## config.mk

```make
export PLATFORM = sky130hd
export DESIGN_NAME = multi_sonar_ping_scheduler_top
export DESIGN_NICKNAME = d
export VERILOG_FILES = /design/src/sv/msps_pkg.sv /design/src/sv/msps_div.sv /design/src/sv/msps_dp.sv /design/src/sv/msps_ctrl.sv /design/src/sv/multi_sonar_ping_scheduler_top.sv
export SDC_FILE = /design/constraint.sdc
export NUM_CORES = 1
export LEC_CHECK = 0
export ABC_AREA = 1
export BUFFER_PORTS_ARGS = -buffer_cell sky130_fd_sc_hd__buf_2
export CAP_MARGIN = 15
export CORE_ASPECT_RATIO = 1.5
export CORE_MARGIN = 1
export CORE_UTILIZATION = 35
export DETAILED_ROUTE_END_ITERATION = 12
export PLACE_DENSITY_LB_ADDON = 0.12
export SLEW_MARGIN = 20
export SYNTH_ARGS = -nofsm -noshare
export SYNTH_HDL_FRONTEND = slang
export SYNTH_SLANG_ARGS = --single-unit
```

## constraint.sdc

```tcl
create_clock -name i_clk -period 6.4 [get_ports i_clk]
set_clock_uncertainty 0.15 [all_clocks]
set_input_delay 0 -clock i_clk [delete_from_list [all_inputs] [get_ports i_clk]]
set_output_delay 0 -clock i_clk [all_outputs]
set_load 0.02 [all_outputs]
```

## src/sv/msps_pkg.sv

```systemverilog
// Shared types and constants for the multi-sonar ping scheduler.
// Used by the controller, the datapath and the top level; depends on nothing.
package msps_pkg;

    localparam int CFG_IDX_W  = 2;
    localparam int CFG_DATA_W = 16;

    // Configuration register indexes.
    localparam logic [CFG_IDX_W-1:0] REG_PERIOD    = 2'd0;
    localparam logic [CFG_IDX_W-1:0] REG_MISS_THR  = 2'd1;
    localparam logic [CFG_IDX_W-1:0] REG_MAX_DIST  = 2'd2;
    localparam logic [CFG_IDX_W-1:0] REG_ROUNDTRIP = 2'd3;

    localparam logic [15:0] PERIOD_RST    = 16'd50;
    localparam logic [5:0]  MISS_THR_RST  = 6'd3;
    localparam logic [15:0] MAX_DIST_RST  = 16'd5000;
    localparam logic [7:0]  ROUNDTRIP_RST = 8'd57;

    localparam logic [31:0] START_DELAY_MS = 32'd100;
    localparam logic [19:0] MM_PER_CM      = 20'd10;
    localparam logic [2:0]  MAX_PINGS      = 3'd4;

    typedef enum logic [1:0] {
        CMD_START = 2'd0,
        CMD_TICK  = 2'd1,
        CMD_ECHO  = 2'd2,
        CMD_QUERY = 2'd3
    } t_command;

    typedef enum logic [1:0] {
        KIND_PING  = 2'd0,
        KIND_ECHO  = 2'd1,
        KIND_QUERY = 2'd2,
        KIND_DONE  = 2'd3
    } t_kind;

    typedef enum logic [2:0] {
        ST_IDLE,
        ST_START_INIT,
        ST_START_DONE,
        ST_TICK_SCAN,
        ST_ECHO_WAIT,
        ST_ECHO_UPD,
        ST_ECHO_OUT,
        ST_QUERY_OUT
    } t_state;

    // Commands from the controller to the datapath.
    typedef struct packed {
        logic  load;
        logic  idx_inc;
        logic  init_due;
        logic  clr_miss;
        logic  tick_upd;
        logic  div_start;
        logic  echo_upd;
        logic  emit;
        t_kind emit_kind;
        logic  emit_last;
    } t_dp_cmd;

    // Status from the datapath to the controller.
    typedef struct packed {
        logic due_here;
        logic more_due;
        logic idx_last;
        logic div_done;
        logic slot_free;
    } t_dp_stat;

endpackage

```

## src/sv/msps_div.sv

```systemverilog
// Restoring divider for the echo conversion, two quotient bits per cycle.
// Standalone; uses no package items.
module msps_div (
    input  logic        i_clk,
    input  logic        i_rst_n,
    input  logic        i_start,
    input  logic [19:0] i_dividend,
    input  logic [7:0]  i_divisor,
    output logic        o_done,
    output logic [15:0] o_quotient
);

    localparam int DIV_STEPS = 10;

    logic [19:0] r_dq;
    logic [7:0]  r_rem;
    logic [3:0]  r_cnt;
    logic        r_busy;
    logic        r_done;

    logic [8:0]  t1, t2;
    logic        ge1, ge2;
    logic [7:0]  rem1, rem2;
    logic [19:0] dq1, dq2;

    // The dividend shifts out of the top of r_dq while quotient bits enter at the bottom.
    always_comb begin
        t1   = {r_rem, r_dq[19]};
        ge1  = (t1 >= {1'b0, i_divisor});
        rem1 = ge1 ? 8'(t1 - {1'b0, i_divisor}) : t1[7:0];
        dq1  = {r_dq[18:0], ge1};
        t2   = {rem1, dq1[19]};
        ge2  = (t2 >= {1'b0, i_divisor});
        rem2 = ge2 ? 8'(t2 - {1'b0, i_divisor}) : t2[7:0];
        dq2  = {dq1[18:0], ge2};
    end

    always_ff @(posedge i_clk) begin
        if (!i_rst_n) begin
            r_busy <= 1'b0;
            r_done <= 1'b0;
            r_cnt  <= '0;
        end else if (i_start) begin
            r_busy <= 1'b1;
            r_done <= 1'b0;
            r_cnt  <= '0;
        end else if (r_busy) begin
            r_cnt <= r_cnt + 4'd1;
            if (r_cnt == 4'(DIV_STEPS - 1)) begin
                r_busy <= 1'b0;
                r_done <= 1'b1;
            end
        end
    end

    always_ff @(posedge i_clk) begin
        if (i_start) begin
            r_dq  <= i_dividend;
            r_rem <= '0;
        end else if (r_busy) begin
            r_dq  <= dq2;
            r_rem <= rem2;
        end
    end

    assign o_done     = r_done;
    assign o_quotient = (|r_dq[19:16]) ? 16'hFFFF : r_dq[15:0];

endmodule

```

## src/sv/msps_dp.sv

```systemverilog
// Datapath of the ping scheduler: configuration, per-sensor state, divider and
// output register. Depends on msps_pkg and msps_div.
module msps_dp #(
    parameter int NUM_SENSORS = 4
) (
    input  logic                           i_clk,
    input  logic                           i_rst_n,
    input  msps_pkg::t_dp_cmd              i_cmd,
    output msps_pkg::t_dp_stat             o_stat,
    input  logic                           i_cfg_we,
    input  logic [msps_pkg::CFG_IDX_W-1:0] i_cfg_idx,
    input  logic [msps_pkg::CFG_DATA_W-1:0] i_cfg_data,
    input  logic [31:0]                    i_now_ms,
    input  logic                           i_echo_received,
    input  logic [15:0]                    i_echo_time_us,
    input  logic [1:0]                     i_sensor_index,
    output logic                           o_out_valid,
    input  logic                           i_out_ready,
    output logic [1:0]                     o_kind,
    output logic [1:0]                     o_sensor,
    output logic [1:0]                     o_stopped_sensor,
    output logic [15:0]                    o_distance_mm,
    output logic                           o_too_far,
    output logic                           o_last
);

    localparam int IW = (NUM_SENSORS > 1) ? $clog2(NUM_SENSORS) : 1;

    logic [15:0] r_period;
    logic [5:0]  r_miss_thr;
    logic [15:0] r_max_dist;
    logic [7:0]  r_roundtrip;

    logic [31:0] r_due     [NUM_SENSORS];
    logic [15:0] r_reading [NUM_SENSORS];
    logic [7:0]  r_miss    [NUM_SENSORS];
    logic [IW-1:0] r_cur;

    logic [IW-1:0]          r_idx;
    logic [31:0]            r_acc;
    logic [31:0]            r_step;
    logic [NUM_SENSORS-1:0] r_due_mask;
    logic                   r_echo;
    logic [1:0]             r_qidx;

    logic        r_out_valid;
    logic [1:0]  r_kind;
    logic [1:0]  r_sensor;
    logic [1:0]  r_stopped;
    logic [15:0] r_dist;
    logic        r_far;
    logic        r_last;

    logic [NUM_SENSORS-1:0] n_due_mask;
    logic [NUM_SENSORS-1:0] higher_due;
    logic [IW-1:0]          rd_addr;
    logic [15:0]            rd_reading;
    logic                   rd_far;
    logic                   q_in_range;
    logic [7:0]             m_inc;
    logic                   m_reach;
    logic                   m_fold;
    logic                   slot_free;
    logic                   div_done;
    logic [15:0]            div_quot;

    msps_div u_div (
        .i_clk      (i_clk),
        .i_rst_n    (i_rst_n),
        .i_start    (i_cmd.div_start),
        .i_dividend (20'(i_echo_time_us) * msps_pkg::MM_PER_CM),
        .i_divisor  (r_roundtrip),
        .o_done     (div_done),
        .o_quotient (div_quot)
    );

    always_ff @(posedge i_clk) begin
        if (!i_rst_n) begin
            r_period    <= msps_pkg::PERIOD_RST;
            r_miss_thr  <= msps_pkg::MISS_THR_RST;
            r_max_dist  <= msps_pkg::MAX_DIST_RST;
            r_roundtrip <= msps_pkg::ROUNDTRIP_RST;
        end else if (i_cfg_we) begin
            case (i_cfg_idx)
                msps_pkg::REG_PERIOD:    r_period    <= i_cfg_data[15:0];
                msps_pkg::REG_MISS_THR:  r_miss_thr  <= i_cfg_data[5:0];
                msps_pkg::REG_MAX_DIST:  r_max_dist  <= i_cfg_data[15:0];
                msps_pkg::REG_ROUNDTRIP: r_roundtrip <= i_cfg_data[7:0];
                default: ;
            endcase
        end
    end

    // Sensors due at this tick are decided all at once when the word is taken.
    always_comb begin
        for (int j = 0; j < NUM_SENSORS; j++) begin
            n_due_mask[j] = (i_now_ms >= r_due[j]);
            higher_due[j] = r_due_mask[j] && (j > int'(r_idx));
        end
    end

    always_ff @(posedge i_clk) begin
        if (i_cmd.load) begin
            r_idx      <= '0;
            r_acc      <= i_now_ms + msps_pkg::START_DELAY_MS;
            r_step     <= 32'(r_period) * 32'(NUM_SENSORS);
            r_due_mask <= n_due_mask;
            r_echo     <= i_echo_received;
            r_qidx     <= i_sensor_index;
        end else begin
            if (i_cmd.idx_inc) begin
                r_idx <= r_idx + IW'(1);
            end
            if (i_cmd.init_due) begin
                r_acc <= r_acc + 32'(r_period);
            end
        end
    end

    always_comb begin
        case (i_cmd.emit_kind)
            msps_pkg::KIND_ECHO:  rd_addr = r_cur;
            msps_pkg::KIND_QUERY: rd_addr = IW'(r_qidx);
            default:              rd_addr = r_idx;
        endcase
        rd_reading = r_reading[rd_addr];
        rd_far     = (r_miss[rd_addr] >= {2'b00, r_miss_thr});
        q_in_range = (32'(r_qidx) < NUM_SENSORS);
    end

    // A missed echo: the counter saturates into the too-far band and folds back
    // to the threshold once it passes twice the threshold.
    always_comb begin
        m_inc   = r_miss[r_cur] + 8'd1;
        m_reach = (m_inc >= {2'b00, r_miss_thr});
        m_fold  = (m_inc > {1'b0, r_miss_thr, 1'b0});
    end

    always_ff @(posedge i_clk) begin
        if (!i_rst_n) begin
            for (int j = 0; j < NUM_SENSORS; j++) begin
                r_due[j]     <= '0;
                r_reading[j] <= '0;
                r_miss[j]    <= '0;
            end
            r_cur <= '0;
        end else begin
            if (i_cmd.init_due) begin
                r_due[r_idx] <= r_acc;
            end
            if (i_cmd.tick_upd) begin
                r_due[r_idx] <= r_due[r_idx] + r_step;
                r_cur        <= r_idx;
            end
            if (i_cmd.clr_miss) begin
                for (int j = 0; j < NUM_SENSORS; j++) begin
                    r_miss[j] <= '0;
                end
            end
            if (i_cmd.echo_upd) begin
                if (r_echo) begin
                    r_reading[r_cur] <= div_quot;
                    r_miss[r_cur]    <= '0;
                end else begin
                    if (m_reach) begin
                        r_reading[r_cur] <= r_max_dist;
                    end
                    r_miss[r_cur] <= m_fold ? 8'(r_miss_thr) : m_inc;
                end
            end
        end
    end

    assign slot_free = !r_out_valid || i_out_ready;

    always_ff @(posedge i_clk) begin
        if (!i_rst_n) begin
            r_out_valid <= 1'b0;
        end else if (i_cmd.emit) begin
            r_out_valid <= 1'b1;
        end else if (i_out_ready) begin
            r_out_valid <= 1'b0;
        end
    end

    always_ff @(posedge i_clk) begin
        if (i_cmd.emit) begin
            r_kind <= i_cmd.emit_kind;
            r_last <= i_cmd.emit_last;
            case (i_cmd.emit_kind)
                msps_pkg::KIND_PING: begin
                    r_sensor  <= 2'(r_idx);
                    r_stopped <= 2'(r_cur);
                    r_dist    <= rd_reading;
                    r_far     <= rd_far;
                end
                msps_pkg::KIND_ECHO: begin
                    r_sensor  <= 2'(r_cur);
                    r_stopped <= '0;
                    r_dist    <= rd_reading;
                    r_far     <= rd_far;
                end
                msps_pkg::KIND_QUERY: begin
                    r_sensor  <= r_qidx;
                    r_stopped <= '0;
                    r_dist    <= q_in_range ? rd_reading : '0;
                    r_far     <= q_in_range && rd_far;
                end
                default: begin
                    r_sensor  <= '0;
                    r_stopped <= '0;
                    r_dist    <= '0;
                    r_far     <= 1'b0;
                end
            endcase
        end
    end

    assign o_stat.due_here  = r_due_mask[r_idx];
    assign o_stat.more_due  = |higher_due;
    assign o_stat.idx_last  = (r_idx == IW'(NUM_SENSORS - 1));
    assign o_stat.div_done  = div_done;
    assign o_stat.slot_free = slot_free;

    assign o_out_valid      = r_out_valid;
    assign o_kind           = r_kind;
    assign o_sensor         = r_sensor;
    assign o_stopped_sensor = r_stopped;
    assign o_distance_mm    = r_dist;
    assign o_too_far        = r_far;
    assign o_last           = r_last;

endmodule

```

## src/sv/msps_ctrl.sv

```systemverilog
// Controller of the ping scheduler: sequences each command over the datapath.
// Depends on msps_pkg.
module msps_ctrl (
    input  logic                i_clk,
    input  logic                i_rst_n,
    input  logic                i_in_valid,
    output logic                o_in_ready,
    input  logic [1:0]          i_command,
    input  msps_pkg::t_dp_stat  i_stat,
    output msps_pkg::t_dp_cmd   o_cmd
);

    msps_pkg::t_state r_state, n_state;
    logic [2:0]       r_sent, n_sent;
    logic             accept;
    logic             can_emit;
    logic             tick_go;

    assign o_in_ready = (r_state == msps_pkg::ST_IDLE);
    assign accept     = i_in_valid && o_in_ready;
    assign can_emit   = (r_sent < msps_pkg::MAX_PINGS);
    // A due sensor that still gets a ping word must wait for the output slot.
    assign tick_go    = !i_stat.due_here || !can_emit || i_stat.slot_free;

    always_comb begin
        n_state = r_state;
        case (r_state)
            msps_pkg::ST_IDLE: begin
                if (accept) begin
                    case (i_command)
                        msps_pkg::CMD_START: n_state = msps_pkg::ST_START_INIT;
                        msps_pkg::CMD_TICK:  n_state = msps_pkg::ST_TICK_SCAN;
                        msps_pkg::CMD_ECHO:  n_state = msps_pkg::ST_ECHO_WAIT;
                        default:             n_state = msps_pkg::ST_QUERY_OUT;
                    endcase
                end
            end
            msps_pkg::ST_START_INIT: begin
                if (i_stat.idx_last) n_state = msps_pkg::ST_START_DONE;
            end
            msps_pkg::ST_START_DONE: begin
                if (i_stat.slot_free) n_state = msps_pkg::ST_IDLE;
            end
            msps_pkg::ST_TICK_SCAN: begin
                if (tick_go && i_stat.idx_last) n_state = msps_pkg::ST_IDLE;
            end
            msps_pkg::ST_ECHO_WAIT: begin
                if (i_stat.div_done) n_state = msps_pkg::ST_ECHO_UPD;
            end
            msps_pkg::ST_ECHO_UPD: begin
                n_state = msps_pkg::ST_ECHO_OUT;
            end
            msps_pkg::ST_ECHO_OUT, msps_pkg::ST_QUERY_OUT: begin
                if (i_stat.slot_free) n_state = msps_pkg::ST_IDLE;
            end
            default: n_state = msps_pkg::ST_IDLE;
        endcase
    end

    always_comb begin
        o_cmd           = '0;
        o_cmd.emit_kind = msps_pkg::KIND_PING;
        case (r_state)
            msps_pkg::ST_IDLE: begin
                o_cmd.load      = accept;
                o_cmd.div_start = accept && (i_command == msps_pkg::CMD_ECHO);
            end
            msps_pkg::ST_START_INIT: begin
                o_cmd.init_due = 1'b1;
                o_cmd.idx_inc  = 1'b1;
            end
            msps_pkg::ST_START_DONE: begin
                o_cmd.clr_miss  = i_stat.slot_free;
                o_cmd.emit      = i_stat.slot_free;
                o_cmd.emit_kind = msps_pkg::KIND_DONE;
                o_cmd.emit_last = 1'b1;
            end
            msps_pkg::ST_TICK_SCAN: begin
                o_cmd.idx_inc   = tick_go;
                o_cmd.tick_upd  = tick_go && i_stat.due_here;
                o_cmd.emit      = tick_go && i_stat.due_here && can_emit;
                o_cmd.emit_kind = msps_pkg::KIND_PING;
                o_cmd.emit_last = (r_sent == msps_pkg::MAX_PINGS - 3'd1) || !i_stat.more_due;
            end
            msps_pkg::ST_ECHO_UPD: begin
                o_cmd.echo_upd = 1'b1;
            end
            msps_pkg::ST_ECHO_OUT: begin
                o_cmd.emit      = i_stat.slot_free;
                o_cmd.emit_kind = msps_pkg::KIND_ECHO;
                o_cmd.emit_last = 1'b1;
            end
            msps_pkg::ST_QUERY_OUT: begin
                o_cmd.emit      = i_stat.slot_free;
                o_cmd.emit_kind = msps_pkg::KIND_QUERY;
                o_cmd.emit_last = 1'b1;
            end
            default: ;
        endcase
    end

    always_comb begin
        n_sent = r_sent;
        if (o_cmd.load) begin
            n_sent = '0;
        end else if (o_cmd.emit && (r_state == msps_pkg::ST_TICK_SCAN)) begin
            n_sent = r_sent + 3'd1;
        end
    end

    always_ff @(posedge i_clk) begin
        if (!i_rst_n) begin
            r_state <= msps_pkg::ST_IDLE;
            r_sent  <= '0;
        end else begin
            r_state <= n_state;
            r_sent  <= n_sent;
        end
    end

    a_emit_slot: assert property (@(posedge i_clk) disable iff (!i_rst_n)
        o_cmd.emit |-> i_stat.slot_free)
        else $error("result word issued while the output register is occupied");

    a_ping_cap: assert property (@(posedge i_clk) disable iff (!i_rst_n)
        (o_cmd.emit && r_state == msps_pkg::ST_TICK_SCAN) |-> (r_sent < msps_pkg::MAX_PINGS))
        else $error("more ping words issued for one tick than allowed");

    a_div_wait: assert property (@(posedge i_clk) disable iff (!i_rst_n)
        (r_state == msps_pkg::ST_ECHO_WAIT && i_stat.div_done)
        |=> (r_state == msps_pkg::ST_ECHO_UPD))
        else $error("divider finished but the echo update did not follow");

    a_busy_after_accept: assert property (@(posedge i_clk) disable iff (!i_rst_n)
        accept |=> !o_in_ready)
        else $error("input taken again before the previous command was worked");

endmodule

```

## src/sv/multi_sonar_ping_scheduler_top.sv

```systemverilog
// Top level of the multi-sonar ping scheduler.
// Depends on msps_pkg, msps_ctrl and msps_dp.

// One command word is worked at a time and the input is ready only when the
// previous word has been fully handled; a finished result may still sit in the
// output register while the next word is taken. Start writes one due time per
// cycle through a single adder and then issues a done word; tick visits one
// sensor per cycle through the due-time adder; echo runs the divider, which
// produces two quotient bits per cycle, then updates the sensor and issues the
// result; query issues its result directly. Each result word may hold its
// command back while the output register is still held by the consumer. A
// tick reports at most four ping-start words; later due sensors are still
// rescheduled.
module multi_sonar_ping_scheduler_top #(
    parameter int NUM_SENSORS = 4
) (
    input  logic                            i_clk,
    input  logic                            i_rst_n,
    input  logic                            i_cfg_we,
    input  logic [msps_pkg::CFG_IDX_W-1:0]  i_cfg_idx,
    input  logic [msps_pkg::CFG_DATA_W-1:0] i_cfg_data,
    input  logic                            i_in_valid,
    output logic                            o_in_ready,
    input  logic [1:0]                      i_command,
    input  logic [31:0]                     i_now_ms,
    input  logic                            i_echo_received,
    input  logic [15:0]                     i_echo_time_us,
    input  logic [1:0]                      i_sensor_index,
    output logic                            o_out_valid,
    input  logic                            i_out_ready,
    output logic [1:0]                      o_kind,
    output logic [1:0]                      o_sensor,
    output logic [1:0]                      o_stopped_sensor,
    output logic [15:0]                     o_distance_mm,
    output logic                            o_too_far,
    output logic                            o_last
);

    msps_pkg::t_dp_cmd  dp_cmd;
    msps_pkg::t_dp_stat dp_stat;

    msps_ctrl u_ctrl (
        .i_clk      (i_clk),
        .i_rst_n    (i_rst_n),
        .i_in_valid (i_in_valid),
        .o_in_ready (o_in_ready),
        .i_command  (i_command),
        .i_stat     (dp_stat),
        .o_cmd      (dp_cmd)
    );

    msps_dp #(
        .NUM_SENSORS (NUM_SENSORS)
    ) u_dp (
        .i_clk            (i_clk),
        .i_rst_n          (i_rst_n),
        .i_cmd            (dp_cmd),
        .o_stat           (dp_stat),
        .i_cfg_we         (i_cfg_we),
        .i_cfg_idx        (i_cfg_idx),
        .i_cfg_data       (i_cfg_data),
        .i_now_ms         (i_now_ms),
        .i_echo_received  (i_echo_received),
        .i_echo_time_us   (i_echo_time_us),
        .i_sensor_index   (i_sensor_index),
        .o_out_valid      (o_out_valid),
        .i_out_ready      (i_out_ready),
        .o_kind           (o_kind),
        .o_sensor         (o_sensor),
        .o_stopped_sensor (o_stopped_sensor),
        .o_distance_mm    (o_distance_mm),
        .o_too_far        (o_too_far),
        .o_last           (o_last)
    );

endmodule

```

==> impl_results.md, run 1 <==
* RSZ-0062 raised after global routing: false
* Most frequent cells in the layout: nand2_1 (572), inv_1 (397), nor2_1 (393), edfxtp_1 (322), a21oi_1 (268)
* Final Critical Period at 4380 ps
* Switching share of power at 0.424
* Power Density at 381 nW/um^2
* WL/cell at 19.6 um
* Routed wire length at 83400 um
* # DRC at 0
* Arr. time, crit path at 4480 ps
* Reg clk slew, reported paths at 60 ps
* # nets final at 3609
* Internal power at 0.00649 W
* CTS buffer count at 44
* First-iteration detailed-routing DRC count at 1427
* Total track usage at 0.223
* Largest net degree at the start of global routing at 62
* Layout cell share with drive strength beyond 1 at 0.0807
* Share of the synthesized area in the top cell type at 0.377
* Setup crit start kind: flip-flop
* Area after DPL at 27100 um^2
* ANT nets after route at 0
* Post_cts resized at 0
* CTS max path bufs at 3
* CTS H-tree lvls at 2
* Area grow syn2layout at 15.4%
* Flop pwr share at 0.343
* Chip Height at 334 um
* Crit path max fanout at 20
* Die area at 74400 um^2
* Fillers at 7355
* Core Area at 72500 um^2
* Outcome: completed
* Final count of hold timing violations at 0
* Setup Viol. Count Final at 0
* # port buffers at 101
* Synth warn at 0
* GR peak layer: met2
* I/O pin cnt at 102
* EDFF count, synth at 322
* Achievable Freq at 228 MHz
* Met1 Use GR at 0.262
* Die Span X at 223 um
* Ant diodes at 0
* GR Overflow Total at 0
* Drt pass-1 iters at 7
* Gate power share at 0.427
* Synth Flop Type: edfxtp_1
* Max-slew headroom at 0.265
* Grt met3 use at 0.0205
* Clk sink count at 398
* Yosys top cell by area: edfxtp_1
* Synth Area per Inst at 8.25 um^2
* Fin. max-slew vios at 0
* Clk Latency, worst-skew pair at 610 ps
* Met2 usage at 0.412
* Vias in the first global route at 21800
* Commonest non-fill, non-tap cell in the layout: nand2_1
* Post-DP HPWL at 63100 um
* Clock Root Buffer: clkbuf_16
* Part of the power in the clock network at 0.231
* Ys async rst share at 0
* Starting Density at 0.354
* Leak pwr at 12.8 nW
* VDD IR max at 0.000238 V
* First-pass GRT wire length at 126000 um
* Post-synthesis register bit count at 398
* Seq/Total Area, Yosys at 0.436
* Synth top area cells: edfxtp_1 (38%), ha_1 (11%), nand2_1 (8.4%)
* TritonCTS clock tree: yes
* Design area at 29600 um^2
* Initial antenna violation count at 1
* Vias per cell at 5.17
* Total vias in the final route at 22000
* Setup TNS at 0 ps
* Psw at 0.00478 W
* Final Cycle Share at 0.685
* Final Util at 0.408
* Max-cap violation count at 0
* # rows at 121
* Gate Count Post-Synth at 3110
* Crit path capture type: flip-flop
* Worst Path Required at 6490 ps
* Worst-Margin Slew at 1100 ps
* Routability Congestion at 0.887
* WS Path Type: flip-flop to flip-flop
* Hold Crit Class: input port to flip-flop
* Netlist cell types at 62
* Mapped cell area at 25700 um^2
==> cell usage after synthesis (41+ instances only) <==
library cell / number
nand2_1: 573
inv_1: 398
nor2_1: 394
edfxtp_1: 322
a21oi_1: 268
o21ai_0: 239
ha_1: 231
nand3_1: 153
dfxtp_1: 76
clkbuf_1: 49
o211ai_1: 44
nor3_1: 41
==> critical path: stages, from the launching register on <==
cell	delay, ps
dfxtp_1	800
inv_2	250
nand2_1	110
nand3_1	70
nand2_1	110
inv_1	110
ha_1	250
xor2_1	160
inv_1	90
ha_1	280
nand2_1	50
nand2_1	50
nand2_1	40
nand2_1	50
nand2_1	40
nand2_1	50
nand2_1	80
nand3_4	210
nand2_8	150
nand2_8	130
nand3_4	180
nand2_1	570
==> power by group through the flow <==
stage	Sequential (W)	Clock (W)	Combinational [W]
floorplan	0.00379	0	0.00328
global placement	0.00391	0	0.00466
detailed placement	0.00392	0	0.00469
CTS	0.00386	0.00267	0.00481
global route	0.00390	0.00275	0.00539
finish	0.00386	0.00260	0.00481
==> layout make-up <==
type	count	area (um^2)	share of cell area
clock inverters	24	269	0.00909
multi-input cells	2213	12500	0.424
clock buffers	58	1160	0.0393
well taps	922	1150	0.0390
inverters	410	1540	0.0520
flip-flops and latches	398	11200	0.378
repair buffers	230	1740	0.0588
==> stage by stage <==
stage	setup slack, ps	total power, W	hold slack, ps	std cells
floorplan	1990	0.00707	-51.1	3113
global placement	2050	0.00857	32.5	4066
finish	2020	0.0113	20.7	4255
global route	1600	0.0120	63.7	4255
CTS	2020	0.0113	5.99	4255
detailed placement	2020	0.00861	31.3	4066
==> metal layers <==
layer  routed length (um)  part of all wire  up-vias
li1                     -                 -    10900
met2                43100              0.52      527
met3                 2770             0.033      129
met5                    0                 0        -
met4                 3240             0.039        0
met1                34300              0.41    10400
==> cell families after synthesis <==
kind of cell,Yosys count,synth area share
other cells,1,0.000146
compound gates,654,0.143
simple gates,1261,0.208
fa+ha+maj,236,0.117
buf+inv,502,0.0772
xor+xnor,58,0.0198
flops,398,0.436
==> repair_timing <==
item | in CTS | in global routing
setup endpoints to repair | 0 | 0
hold endpoints to repair | 105 | 0
setup buffers | 0 | 0
hold buffers | 107 | 0
==> path summary, 6_finish.rpt <==
kind                                                       from                                 end  slack, ps  depth (start not counted)
worst max-delay path                                  flip-flop  u_dp.r_reading[2][2]$_SDFFCE_PN0P_       2020                         21
worst min-delay path                          i_echo_time_us[9]       u_dp.u_div.r_dq[12]$_DFFE_PP_         20                          5
worst max register to register                        flip-flop  u_dp.r_reading[2][2]$_SDFFCE_PN0P_       2020                         21
worst min register to register  u_dp.r_max_dist[4]$_SDFFE_PN0P_     u_dp.r_max_dist[4]$_SDFFE_PN0P_        310                          2
==> registers in the layout, summed over array words and instances, names as in the netlist, 3 cells and up, named ones only <==
register            flops
u_dp.r_max_dist        16
u_dp.r_reading         64
u_dp.r_miss_thr         6
u_dp.u_div.r_dq        20
u_dp.r_acc             32
u_ctrl.r_sent           3
u_dp.o_distance_mm     16
u_dp.r_period          16
u_dp.u_div.r_cnt        4
u_dp.r_miss            32
u_dp.r_due            128
u_dp.r_roundtrip        8
u_dp.r_step            16
u_dp.u_div.r_rem        8
u_ctrl.r_state          3
u_dp.r_due_mask         4
Power figures use the tool's default switching activity.
==> run 2, diff against run 1 <==
--- a/config.mk
+++ b/config.mk
@@ -5,7 +5,7 @@
 export SDC_FILE = /design/constraint.sdc
 export NUM_CORES = 1
 export LEC_CHECK = 0
-export ABC_AREA = 1
+export ABC_AREA = 0
 export BUFFER_PORTS_ARGS = -buffer_cell sky130_fd_sc_hd__buf_2
 export CAP_MARGIN = 15
 export CORE_ASPECT_RATIO = 1.5
==> constraint.sdc (replaced) <==
create_clock -name i_clk -period 3.6 [get_ports i_clk]
set_clock_uncertainty 0.15 [all_clocks]
set_input_delay 0 -clock i_clk [delete_from_list [all_inputs] [get_ports i_clk]]
set_output_delay 0 -clock i_clk [all_outputs]
set_load 0.02 [all_outputs]
==> impl_results.md, run 2 <==
* GR peak layer: met2 (unchanged)
* Leak pwr at 12.6 nW (was 12.8 nW)
* Chip Height at 331 um (was 334 um)
* CTS H-tree lvls at 2 (unchanged)
* Cell with the most instances after synthesis: edfxtp_1 (was nand2_1)
* Clk Latency, worst-skew pair at 590 ps (was 610 ps)
* Clk sink count at 398 (unchanged)
* Worst Setup SP: u_dp.r_roundtrip[1]$_SDFFE_PN0P_
* Max reg flops at 128 (unchanged)
* Final worst setup slack at -52.3 ps (was 2020 ps)
* Final count of hold timing violations at 0 (unchanged)
* Worst Path Required at 3970 ps (was 6490 ps)
* Commonest non-fill, non-tap cell in the layout: edfxtp_1 (was nand2_1)
* TritonCTS clock tree: yes (unchanged)
* Most used cell, CP: o21a_1 (was nand2_1)
* WS Path Type: flip-flop to flip-flop (unchanged)
* Crit-path cells: inv_4 > ha_4 > nor2b_4 > o31a_1 > o21a_1 > o21a_2 > buf_4 > o22ai_2 > o21a_1 > ha_2 > o21a_1 > o31ai_4 > a31o_4 > and3_4 > mux2_4 > a21oi_2 (was inv_2 > nand2_1 > nand3_1 > nand2_1 > inv_1 > ha_1 > xor2_1 > inv_1 > ha_1 > nand2_1 > nand2_1 > nand2_1 > nand2_1 > nand2_1 > nand2_1 > nand2_1 > nand3_4 > nand2_8 > nand2_8 > nand3_4 > nand2_1)
* Top Family by Delay on Critical Path: compound AO/OA/AOI/OAI gates (was simple AND/OR/NAND/NOR gates)
* Vias in the first global route at 20800 (was 21800)
* Vias per cell at 5.39 (was 5.17)
* Fin. max-slew vios at 0 (unchanged)
* Cell with the largest stage delay on the worst path: dfxtp_2 (was dfxtp_1)
* Crit path max fanout at 6 (was 20)
* Max-slew headroom at 0.253 (was 0.265)
* Post-DP HPWL at 60100 um (was 63100 um)
* Drt pass-1 iters at 5 (was 7)
* Power Density at 623 nW/um^2 (was 381 nW/um^2)
* Tot Pwr at 0.0197 W (was 0.0113 W)
* Setup Viol. Count Final at 1 (was 0)
* Outcome: complete, but fails checks (was completed)
* Hold Slack at 23.1 ps (was 20.7 ps)
* First-iteration detailed-routing DRC count at 1071 (was 1427)
* First-pass GRT wire length at 120000 um (was 126000 um)
* Grt met3 use at 0.0241 (was 0.0205)
* RSZ-0062 raised after global routing: true (was false)
* # DRC at 0 (unchanged)
* Total track usage at 0.215 (was 0.223)
* Achievable Freq at 274 MHz (was 228 MHz)
* Synth Area per Inst at 10.3 um^2 (was 8.25 um^2)
* Total vias in the final route at 20300 (was 22000)
* Min-Delay Startpoint: i_echo_time_us[7] (was i_echo_time_us[9])
* Place WS at -268 ps (was 2020 ps)
* Synth warn at 0 (unchanged)
* Max-cap violation count at 0 (unchanged)
* Final Critical Period at 3650 ps (was 4380 ps)
* Reg clk slew, reported paths at 60 ps (about the same)
* # rows at 120 (was 121)
* Routability Congestion at 0.896 (was 0.887)
* Fin cells at 3757 (was 4255)
* I/O pin cnt at 102 (unchanged)
* Hold Crit Class: input port to flip-flop (unchanged)
* Met1 Use GR at 0.250 (was 0.262)
* Initial antenna violation count at 5 (was 1)
* # nets final at 3118 (was 3609)
* Final Cycle Share at 1.01 (was 0.685)
* Buffers & Inverters on Critical Path at 2 (was 3)
* GR Overflow Total at 0 (unchanged)
* EDFF count, synth at 322 (unchanged)
* Post-synthesis register bit count at 398 (unchanged)
* CP peak stage delay at 350 ps (was 800 ps)
* Routed wire length at 80000 um (was 83400 um)
* Post-synth top cells: edfxtp_1 (322), nand2_1 (241), ha_1 (231), inv_1 (212), a21oi_1 (196) (was nand2_1 (573), inv_1 (398), nor2_1 (394), edfxtp_1 (322), a21oi_1 (268))
* Most frequent cells in the layout: edfxtp_1 (322), nand2_1 (239), ha_1 (212), inv_1 (208), a21oi_1 (183) (was nand2_1 (572), inv_1 (397), nor2_1 (393), edfxtp_1 (322), a21oi_1 (268))
* Share of the synthesized area in the top cell type at 0.383 (was 0.377)
* ANT nets after route at 0 (unchanged)
* Yosys top cell by area: edfxtp_1 (unchanged)
* Arr. time, crit path at 4020 ps (was 4480 ps)
* Top Registers: u_dp.r_due: 128 flops, u_dp.r_reading: 64 flops (unchanged)
* WL/cell at 21.3 um (was 19.6 um)
* Setup TNS at -52.3 ps (was 0 ps)
* Met2 usage at 0.405 (was 0.412)
* Gate Count Post-Synth at 2452 (was 3110)
* Layout cell share with drive strength beyond 1 at 0.210 (was 0.0807)
* Synth Flop Type: edfxtp_1 (unchanged)
* Die Span X at 221 um (was 223 um)
* Seq/Total Area, Yosys at 0.443 (was 0.436)
* Mapped cell area at 25200 um^2 (was 25700 um^2)
* Clock Root Buffer: clkbuf_16 (unchanged)
* CTS buffer count at 43 (was 44)
* Register with the most flip-flops: u_dp.r_due (unchanged)
* Area grow syn2layout at 25.1% (was 15.4%)
* Crit path capture type: flip-flop (unchanged)
* Fillers at 6729 (was 7355)
* Netlist cell types at 87 (was 62)
* Core Area at 71300 um^2 (was 72500 um^2)
* # port buffers at 101 (unchanged)
* Ys async rst share at 0 (unchanged)
* Worst-Margin Slew at 1110 ps (was 1100 ps)
* CTS max path bufs at 3 (unchanged)
* Placed cells at 3545 (was 4066)
* Starting Density at 0.354 (about the same)
* VDD IR max at 0.000413 V (was 0.000238 V)
* RR Startpoint: u_dp.r_roundtrip[1]$_SDFFE_PN0P_
* Failing checks: negative setup slack
* Setup crit start kind: flip-flop (unchanged)
* Largest net degree at the start of global routing at 46 (was 62)
* Synth top area cells: edfxtp_1 (38%), ha_1 (11%), dfxtp_1 (6.0%) (was edfxtp_1 (38%), ha_1 (11%), nand2_1 (8.4%))
* Die area at 73200 um^2 (was 74400 um^2)
-- run 2: final cells by class --
cell class | count | area [um^2] | area share
multi-input cells | 1749 | 13600 | 0.432
flip-flops and latches | 398 | 11200 | 0.355
repair buffers | 402 | 3240 | 0.103
clock buffers | 53 | 1150 | 0.0366
well taps | 915 | 1140 | 0.0363
inverters | 212 | 798 | 0.0253
clock inverters | 26 | 378 | 0.0120
diodes | 2 | 5.00 | 0.000159
-- run 2: cells by family after synthesis --
| family | synth area share |
|---|---|
| compound gates | 0.150 |
| fa+ha+maj | 0.118 |
| mux | 0.0641 |
| xor+xnor | 0.0301 |
| simple gates | 0.145 |
| buf+inv | 0.0484 |
| other cells | 0.000149 |
| flops | 0.443 |
-- run 2: metal layers --
layer	share of wire	wire length [um]
met3	0.036	2850
met5	0.00039	31
met2	0.52	41800
met1	0.41	32600
met4	0.034	2750
-- run 2: worst paths after layout --
path	endpoint	slack [ps]	cells after the start
max	u_dp.u_div.r_rem[0]$_SDFFE_PP0P_	-50	16
min	u_dp.u_div.r_dq[9]$_DFFE_PP_	20	5
max reg2reg	u_dp.u_div.r_rem[0]$_SDFFE_PP0P_	-50	16
min reg2reg	u_dp.r_roundtrip[2]$_SDFFE_PN0P_	310	2
-- run 2: what timing repair did --
action,in CTS,in global routing
hold buffers,109,0
setup endpoints to repair,150,235
endpoints found under the hold margin,110,0
gates cloned,0,3
setup buffers,6,13
resized for setup,30,110
pin swaps,18,51
-- run 2: per-stage QoR --
| step | area, um^2 | utilization |
|---|---|---|
| 2_1_floorplan | 25400 | - |
| 3_3_place_gp | 28000 | 0.393 |
| 3_5_place_dp | 28000 | 0.393 |
| 4_1_cts | 30800 | 0.432 |
| 5_1_grt | 31600 | 0.443 |
| 6_report | 31600 | 0.443 |
-- run 2: power by group --
part	switching (W)	total, W	internal (W)
clock network	0.00199	0.00488	0.00289
logic	0.00461	0.00836	0.00374
registers	0.000522	0.00644	0.00592
total	0.00713	0.0197	0.0125
-- run 2: tightest hold or removal path, cell delays in order --
cell	delay, ps
buf_2	100
ha_1	140
ha_1	200
xor2_1	80
o21ai_0	130
==> run 3, diff against run 2 <==
--- a/config.mk
+++ b/config.mk
@@ -12,7 +12,9 @@
 export CORE_MARGIN = 1
 export CORE_UTILIZATION = 35
 export DETAILED_ROUTE_END_ITERATION = 12
+export GPL_TIMING_DRIVEN = 0
 export PLACE_DENSITY_LB_ADDON = 0.12
+export RECOVER_POWER = 50
 export SLEW_MARGIN = 20
 export SYNTH_ARGS = -nofsm -noshare
 export SYNTH_HDL_FRONTEND = slang
==> impl_results.md, run 3 (synthesis results as in run 2) <==
* Outcome: complete, but fails checks (unchanged)
* Failing checks: negative setup slack (unchanged)
* RSZ-0062 raised after global routing: true (unchanged)
* Setup crit start kind: flip-flop (unchanged)
* Max-cap violation count at 0 (unchanged)
* Vias in the first global route at 21000 (was 20800)
* Reg clk slew, reported paths at 70 ps (was 60 ps)
* Most frequent cells in the layout: edfxtp_1 (322), nand2_1 (224), inv_1 (205), ha_1 (205), nor2_1 (167) (was edfxtp_1 (322), nand2_1 (239), ha_1 (212), inv_1 (208), a21oi_1 (183))
* VDD IR max at 0.000358 V (was 0.000413 V)
* Worst hold stages at 5 (unchanged)
* Core Area at 71300 um^2 (unchanged)
* GR Overflow Total at 0 (unchanged)
* Routed wire length at 84300 um (was 80000 um)
* Chip Height at 331 um (unchanged)
* # nets final at 3077 (was 3118)
* Register with the most flip-flops: u_dp.r_due (unchanged)
* Max reg flops at 128 (unchanged)
* Worst-Margin Slew at 1190 ps (was 1110 ps)
* Clk sink count at 398 (unchanged)
* Final Critical Period at 3710 ps (was 3650 ps)
* Power Density at 611 nW/um^2 (was 623 nW/um^2)
* Layout cell share with drive strength beyond 1 at 0.202 (was 0.210)
* Crit path capture type: flip-flop (unchanged)
* First-iteration detailed-routing DRC count at 1064 (was 1071)
* Fin. max-slew vios at 0 (unchanged)
* Reg2reg path depth at 16 (unchanged)
* Final worst setup slack at -108 ps (was -52.3 ps)
* I/O pin cnt at 102 (unchanged)
* CTS buffer count at 42 (was 43)
* Leak pwr at 12.2 nW (was 12.6 nW)
* Multi-input gate area at 14300 um^2 (was 13600 um^2)
* Setup TNS at -6180 ps (was -52.3 ps)
* Setup Viol. Count Final at 146 (was 1)
* Top Registers: u_dp.r_due: 128 flops, u_dp.r_reading: 64 flops (unchanged)
* Place WS at -1130 ps (was -268 ps)
* TritonCTS clock tree: yes (unchanged)
* Final Cycle Share at 1.03 (was 1.01)
* # rows at 120 (unchanged)
* Vias per cell at 5.46 (was 5.39)
* CTS max path bufs at 3 (unchanged)
* Reg area at 11200 um^2 (about the same)
* Clk Latency, worst-skew pair at 580 ps (was 590 ps)
* ANT nets after route at 0 (unchanged)
* Fillers at 6668 (was 6729)
* WS Path Type: flip-flop to flip-flop (unchanged)
* Drt pass-1 iters at 5 (unchanged)
* Max-slew headroom at 0.205 (was 0.253)
* Arr. time, crit path at 4050 ps (was 4020 ps)
* Hold Crit Class: input port to flip-flop (unchanged)
* Commonest non-fill, non-tap cell in the layout: edfxtp_1 (unchanged)
* Post-DP HPWL at 64100 um (was 60100 um)
* # DRC at 0 (unchanged)
* # port buffers at 99 (was 101)
* Final count of hold timing violations at 0 (unchanged)
* Initial antenna violation count at 1 (was 5)
* Area grow syn2layout at 25.6% (was 25.1%)
* CTS H-tree lvls at 2 (unchanged)
* Total track usage at 0.231 (was 0.215)
* Routability Congestion at 0.898 (was 0.896)
* Die Span X at 221 um (unchanged)
* Worst Path Required at 3950 ps (was 3970 ps)
* Achievable Freq at 270 MHz (was 274 MHz)
* Crit path max fanout at 8 (was 6)
* Largest net degree at the start of global routing at 24 (was 46)
* WL/cell at 22.7 um (was 21.3 um)
* First-pass GRT wire length at 127000 um (was 120000 um)
* Die area at 73200 um^2 (unchanged)
* Clock Root Buffer: clkbuf_16 (unchanged)
* Total vias in the final route at 20300 (about the same)
* Starting Density at 0.354 (unchanged)
[run 3: worst max-delay path, cell delays in order, from the launching register on]
cell and delay, ps:
dfxtp_2 360, inv_4 60, ha_4 210, nor2b_4 120
o31a_1 260, o21a_2 240, o21a_4 230, or3_4 330
and2_4 160, ha_4 220, o21ai_2 80, a21oi_2 70
o31ai_4 240, a31o_2 220, and3_4 250, mux2_4 320
a21oi_2 130
[run 3: cell type report]
cell class / count / area share
diodes: 1 / 0.0000790
plain buffers: 90 / 0.0162
clock inverters: 18 / 0.00521
clock buffers: 59 / 0.0379
repair buffers: 272 / 0.0735
well taps: 915 / 0.0361
flip-flops and latches: 398 / 0.353
multi-input cells: 1749 / 0.452
inverters: 212 / 0.0252
[run 3: report_power, final]
group          total [W]  internal, W  switching (W)
clock            0.00445      0.00255        0.00190
combinational    0.00848      0.00368        0.00479
sequential       0.00645      0.00592       0.000528
[run 3: what timing repair did]
item / in CTS / in global routing
setup endpoints to repair: 426 / 322
setup buffers: 59 / 18
gates cloned: 5 / 1
pin swaps: 54 / 76
gates resized for setup: 176 / 160
endpoints found under the hold margin: 106 / 0
hold buffers: 85 / 0
[run 3: final timing paths]
path | start | endpoint | slack (ps)
max | u_dp.r_roundtrip[1]$_SDFFE_PN0P_ | u_dp.u_div.r_rem[0]$_SDFFE_PP0P_ | -110
min | i_echo_time_us[5] | u_dp.u_div.r_dq[8]$_DFFE_PP_ | 20
max reg2reg | u_dp.r_roundtrip[1]$_SDFFE_PN0P_ | u_dp.u_div.r_rem[0]$_SDFFE_PP0P_ | -110
min reg2reg | u_dp.r_roundtrip[7]$_SDFFE_PN0P_ | u_dp.r_roundtrip[7]$_SDFFE_PN0P_ | 310
[run 3: metal layers]
layer | global-route usage | share of wire
met4 | 0.0932 | 0.039
met3 | 0.0221 | 0.039
met2 | 0.445 | 0.53
met5 | 0 | 0
met1 | 0.260 | 0.39
[run 3: metrics by stage]
step | instances | total power, W | util | cell area [um^2] | hold slack [ps]
after floorplan | 2455 | 0.0112 | - | 25400 | -51.1
after global placement | 3469 | 0.0131 | 0.380 | 27100 | 55.6
after detailed placement | 3476 | 0.0133 | 0.382 | 27300 | 53.1
after CTS | 3699 | 0.0190 | 0.435 | 31000 | 1.27
after global routing | 3713 | 0.0204 | 0.444 | 31700 | 60.8
final | 3714 | 0.0194 | 0.444 | 31700 | 19.0
